==> src/rtl/core/vwe_pkg.sv <==
package vwe_pkg;

    // Table sizes and coordinate precision
    localparam int MAX_UNIQUE   = 256;
    localparam int MAX_VERTICES = 1024;
    localparam int COORD_BITS   = 24;

    // Fixed port widths
    localparam int POS_W  = 24;
    localparam int FACE_W = 10;
    localparam int WIDX_W = 10;
    localparam int EPS_W  = 50;

    localparam logic [EPS_W-1:0] EPS_RESET = EPS_W'(1);

    // Derived index and counter widths
    localparam int UIDX_W = $clog2(MAX_UNIQUE);
    localparam int UCNT_W = $clog2(MAX_UNIQUE + 1);
    localparam int VIDX_W = $clog2(MAX_VERTICES);
    localparam int VCNT_W = $clog2(MAX_VERTICES + 1);

    // Distance datapath widths: |d| <= 2^COORD_BITS, three squares summed
    localparam int DIFF_W = COORD_BITS + 1;
    localparam int SQ_W   = 2 * DIFF_W;
    localparam int SXY_W  = SQ_W + 1;
    localparam int SUM_W  = SQ_W + 2;
    localparam int CMP_W  = (SUM_W > EPS_W) ? SUM_W : EPS_W;

    // Distance pipeline depth, entry in to hit out
    localparam int DIST_LAT = 5;
    localparam int DLAT_W   = $clog2(DIST_LAT);

    // Command codes
    localparam logic [1:0] CMD_ADD   = 2'd0;
    localparam logic [1:0] CMD_REMAP = 2'd1;
    localparam logic [1:0] CMD_CLEAR = 2'd2;

    // Status codes
    localparam logic [1:0] STAT_OK        = 2'd0;
    localparam logic [1:0] STAT_FULL      = 2'd1;
    localparam logic [1:0] STAT_UNWRITTEN = 2'd2;

    typedef struct packed {
        logic [COORD_BITS-1:0] x;
        logic [COORD_BITS-1:0] y;
        logic [COORD_BITS-1:0] z;
    } vtx_t;

    typedef struct packed {
        logic              hit;
        logic [UIDX_W-1:0] idx;
    } hit_t;

endpackage

==> src/rtl/core/vwe_dist.sv <==
module vwe_dist
    import vwe_pkg::*;
(
    input  logic              aclk,
    input  logic              aresetn,
    input  logic              in_valid,
    input  logic [UIDX_W-1:0] in_idx,
    input  vtx_t              query,
    input  vtx_t              entry,
    input  logic [EPS_W-1:0]  eps,
    output hit_t              hit
);

    function automatic logic [DIFF_W-1:0] abs_diff(
        input logic [COORD_BITS-1:0] a,
        input logic [COORD_BITS-1:0] b
    );
        logic signed [DIFF_W-1:0] d;
        d = DIFF_W'($signed(a)) - DIFF_W'($signed(b));
        return d[DIFF_W-1] ? DIFF_W'(-d) : DIFF_W'(d);
    endfunction

    logic              v1_reg, v2_reg, v3_reg, v4_reg;
    logic [UIDX_W-1:0] idx1_reg, idx2_reg, idx3_reg, idx4_reg;
    logic [DIFF_W-1:0] ax1_reg, ay1_reg, az1_reg;
    logic [SQ_W-1:0]   sqx2_reg, sqy2_reg, sqz2_reg;
    logic [SXY_W-1:0]  sxy3_reg;
    logic [SQ_W-1:0]   sz3_reg;
    logic [SUM_W-1:0]  sum4_reg;
    hit_t              hit_reg;

    // Advance the valid and hit flags
    always_ff @(posedge aclk) begin
        if (!aresetn) begin
            v1_reg  <= 1'b0;
            v2_reg  <= 1'b0;
            v3_reg  <= 1'b0;
            v4_reg  <= 1'b0;
            hit_reg <= '0;
        end else begin
            v1_reg      <= in_valid;
            v2_reg      <= v1_reg;
            v3_reg      <= v2_reg;
            v4_reg      <= v3_reg;
            hit_reg.hit <= v4_reg && (CMP_W'(sum4_reg) < CMP_W'(eps));
            hit_reg.idx <= idx4_reg;
        end
    end

    // Per-axis magnitude, square, partial sum, full sum
    always_ff @(posedge aclk) begin
        idx1_reg <= in_idx;
        ax1_reg  <= abs_diff(query.x, entry.x);
        ay1_reg  <= abs_diff(query.y, entry.y);
        az1_reg  <= abs_diff(query.z, entry.z);

        idx2_reg <= idx1_reg;
        sqx2_reg <= ax1_reg * ax1_reg;
        sqy2_reg <= ay1_reg * ay1_reg;
        sqz2_reg <= az1_reg * az1_reg;

        idx3_reg <= idx2_reg;
        sxy3_reg <= SXY_W'(sqx2_reg) + SXY_W'(sqy2_reg);
        sz3_reg  <= sqz2_reg;

        idx4_reg <= idx3_reg;
        sum4_reg <= SUM_W'(sxy3_reg) + SUM_W'(sz3_reg);
    end

    assign hit = hit_reg;

endmodule

==> config.mk <==
export PLATFORM = sky130hd
export DESIGN_NAME = vwe_dist
export DESIGN_NICKNAME = d
export VERILOG_FILES = /design/src/rtl/core/vwe_pkg.sv /design/src/rtl/core/vwe_dist.sv
export SDC_FILE = /design/constraint.sdc
export NUM_CORES = 2
export LEC_CHECK = 0
export BUFFER_PORTS_ARGS = -buffer_cell sky130_fd_sc_hd__buf_2
export CORE_MARGIN = 2
export CORE_UTILIZATION = 60
export CTS_CLUSTER_DIAMETER = 120
export DETAILED_ROUTE_END_ITERATION = 10
export MAX_ROUTING_LAYER = met4
export PLACE_DENSITY_LB_ADDON = 0.25
export REMOVE_ABC_BUFFERS = 1
export SLEW_MARGIN = 20
export SYNTH_ARGS = -nofsm -noshare
export SYNTH_HDL_FRONTEND = slang
export SYNTH_SLANG_ARGS = --single-unit
==> constraint.sdc <==
create_clock -name aclk -period 7.3 [get_ports aclk]
set_clock_uncertainty 0.05 [all_clocks]
set_input_delay 0.73 -clock aclk [delete_from_list [all_inputs] [get_ports aclk]]
set_output_delay 0.73 -clock aclk [all_outputs]
set_load 0.01 [all_outputs]
==> impl_summary.log <==
[metrics] Data required, critical path: 7.75 ns
[metrics] Sum Neg Setup Slack: 0 ns
[metrics] min cycle time layout: between 7 and 8 ns
[metrics] most frequent cell on the critical path: sky130_fd_sc_hd__fa_1
[metrics] number of levels the H-tree was split into: 2
[metrics] # Max-Cap Violations: 0
[metrics] average cell area after synthesis: roughly 9.1 um^2
[metrics] proportion of layout cells with a drive suffix above 1: 8.04%
[metrics] leading cell types in the layout, fill and taps excluded: sky130_fd_sc_hd__inv_1, sky130_fd_sc_hd__fa_1, sky130_fd_sc_hd__ha_1
[metrics] Total Routed Length: 173000 um
[metrics] Final Hold Vio Count: 0
[metrics] peak clock frequency supported by timing: 142 MHz
[metrics] number of iterations in the first detailed-routing pass: 5
[metrics] CP Launch Type: register
[metrics] Critical Setup Path Class: register to register
[metrics] clock buffers created by TritonCTS: 47
[metrics] maximum count of clock buffers along a single path: 3
[metrics] flip-flop count of the largest register after layout: 52
[metrics] Skew-Pair Late Insertion Delay: 0.64 ns
[metrics] half-perimeter wire length after placement: 150000 um
[metrics] max-slew violations: 0
[metrics] Cell variety after synth: 94
[metrics] cell total after placement: between 9000 and 10000
[metrics] global-route wire length before repair: 286000 um
[metrics] max incr delay on CP: approximately 0.55 ns
[metrics] number of buffer and inverter stages on the critical path: 8
[metrics] Die Height: between 300 and 400 um
[metrics] GRT overflow: 0
[metrics] count of flip-flops with a built-in enable after synthesis: 0
[metrics] standard-cell row count: around 130
[metrics] Slew @ Worst Pin: 0.977 ns
[metrics] final net count: 10700
[metrics] Routed wire per std cell: 17.2 um
[metrics] Total Routing Usage GR: between 20% and 30%
[metrics] type of the worst min-delay path: input port to register
[metrics] placed standard-cell area: between 70000 and 80000 um^2
[metrics] clock-pin transition on the worst setup and hold timing paths: around 0.060 ns
[metrics] Hold Buf Count CTS: 0
[metrics] initial core utilization: 60.4%
[metrics] overall die width: 354 um
[metrics] post-synth design cell area: 73500 um^2
[metrics] result of the run: completed
[metrics] area of combinational cells with multiple inputs: 56400 um^2
[metrics] Core Area: 122000 um^2
[metrics] share of Yosys cell area claimed by the top area cell type: between 30% and 40%
[metrics] Layout Cell Area excl Fill: roughly 80000 um^2
[metrics] normalized max-slew margin: 34.8%
[metrics] Async S/R FF share, synth: 0%
[metrics] die area: 125000 um^2
[metrics] layout overhead on the synthesized area: 8.24%
[metrics] YS warnings: 0
[metrics] #FFs+latches synth: ~420
[metrics] largest net degree at the start of global routing: 27
[metrics] port bufs: ~210
[metrics] gate family responsible for the most delay along the worst path: adder cells
[metrics] sequential-to-total area share from yosys stat: 11.4%
[metrics] cell taking the most area after synthesis: sky130_fd_sc_hd__fa_1
[metrics] Final setup viols: 0
[metrics] vias in the first global route: 56800
[metrics] most common library cell in the layout ignoring fill and taps: sky130_fd_sc_hd__inv_1
[metrics] initial antenna violation count: 5
[metrics] CTS tree: yes
[metrics] vias per cell: about 5.3
[metrics] CTS sink count: approximately 420
[metrics] most used flip-flop cell after synthesis: sky130_fd_sc_hd__dfxtp_1
[metrics] RD Place Congestion: 0.986
[metrics] non-filler instance count after layout: 10000
[metrics] number of instances in the synthesized netlist: 8057
[metrics] DRC violation count after routing: 0
[metrics] library cell used as clock root buffer: sky130_fd_sc_hd__clkbuf_16
[metrics] Critical Path Slowest Stage Cell: sky130_fd_sc_hd__fa_1
[metrics] Max FO, Critical Path: 16
[metrics] filler cell count: 10100
[metrics] area occupied by registers: 8440 um^2
[metrics] Critical Path AT: 7.49 ns
[metrics] number of antenna-violating nets in the routed design: 0
[metrics] synth top area cells: sky130_fd_sc_hd__fa_1, sky130_fd_sc_hd__ha_1, sky130_fd_sc_hd__dfxtp_1
[metrics] I/O pin total: 214
[metrics] number of DRC markers after the initial detailed-route iteration: 3162
[metrics] crit end category: register
[metrics] post-route fraction of the period consumed by the critical path: 96.5%
[metrics] total via count after detailed routing: ~53000
## cell type report
| class | instances | area share (%) |
|---|---|---|
| Multi-Input combinational cell | 5252 | 70.8 |
| Sequential cell | 419 | 10.6 |
| Inverter | 2171 | 10.2 |
| Timing Repair Buffer | 449 | 3.69 |
| Tap cell | 1625 | 2.55 |
| Clock buffer | 63 | 1.68 |
| Clock inverter | 21 | 0.371 |
| Antenna cell | 6 | 0.0189 |
## worst paths after layout
kind                         from              endpoint  slack [ns]  depth (start not counted)
min                     in_idx[1]   idx1_reg[1]$_DFF_P_        0.15                          1
min reg2reg  sqz2_reg[19]$_DFF_P_   sz3_reg[19]$_DFF_P_        0.27                          0
max reg2reg    ay1_reg[1]$_DFF_P_  sqy2_reg[48]$_DFF_P_        0.25                         25
max            ay1_reg[1]$_DFF_P_  sqy2_reg[48]$_DFF_P_        0.25                         25
## kinds of logic (layout without fill, tap and decap cells)
| group | count (synthesis) | after routing | share of synthesized area [%] |
|---|---|---|---|
| muxes | 20 | 20 | 0.288 |
| DFF | 419 | 419 | 11.4 |
| adders and majority gates | 2190 | 2190 | 51.6 |
| other | 0 | 6 | 0 |
| buffers and inverters | 2386 | 2704 | 12.2 |
| xor gates and xnor gates | 373 | 373 | 4.44 |
| AOI/OAI and AO/OA | 1005 | 1005 | 9.03 |
| and+or+nand+nor | 1664 | 1664 | 11.1 |
## synthesized netlist by cell type (48+ instances only)
master,count
sky130_fd_sc_hd__a21o_1,221
sky130_fd_sc_hd__inv_1,2171
sky130_fd_sc_hd__nand4_1,56
sky130_fd_sc_hd__o21a_1,48
sky130_fd_sc_hd__o21ai_0,150
sky130_fd_sc_hd__ha_1,789
sky130_fd_sc_hd__fa_1,1401
sky130_fd_sc_hd__clkbuf_1,208
sky130_fd_sc_hd__nor2_1,262
sky130_fd_sc_hd__xor2_1,135
sky130_fd_sc_hd__nor3_1,62
sky130_fd_sc_hd__nand2_1,621
sky130_fd_sc_hd__and2_1,384
sky130_fd_sc_hd__xnor2_1,238
sky130_fd_sc_hd__dfxtp_1,419
sky130_fd_sc_hd__a21oi_1,286
sky130_fd_sc_hd__nand3_1,73
## repair_timing
item | in CTS | in global routing
pin swaps | 0 | 12
buffers inserted | 0 | 4
setup endpoints to repair | 10 | 48
gates resized for setup | 13 | 92
## worst reg2reg max path: cells and delay by family (launching register included)
family / cells / cell delay, ns
simple gates: 4 / 0.85
fa+ha+maj: 8 / 3.61
flops: 1 / 0.38
buf+inv: 8 / 0.93
compound gates: 5 / 1.09
## routing by layer
layer  up-vias  global-route usage (%)  routed length [um]
met4         0                    7.80                4760
met5         -                       -                   0
li1      25100                       -                   -
met2      1499                    47.7               82900
met1     26500                    38.3               73200
met3       269                    5.07               11700
## per-stage QoR
stage,util [%],setup WS [ns],hold WS (ns)
6_report,65.4,0.254,0.153
5_1_grt,65.4,-0.0820,0.114
4_1_cts,65.1,-0.00652,0.116
3_5_place_dp,63.8,-0.262,0.262
3_3_place_gp,63.8,-0.0764,0.260
2_1_floorplan,-,0.306,0.260
Power is left out: the tool's default activity adds up to more than one toggle a clock period on the data nets, which glitch-free logic cannot reach.
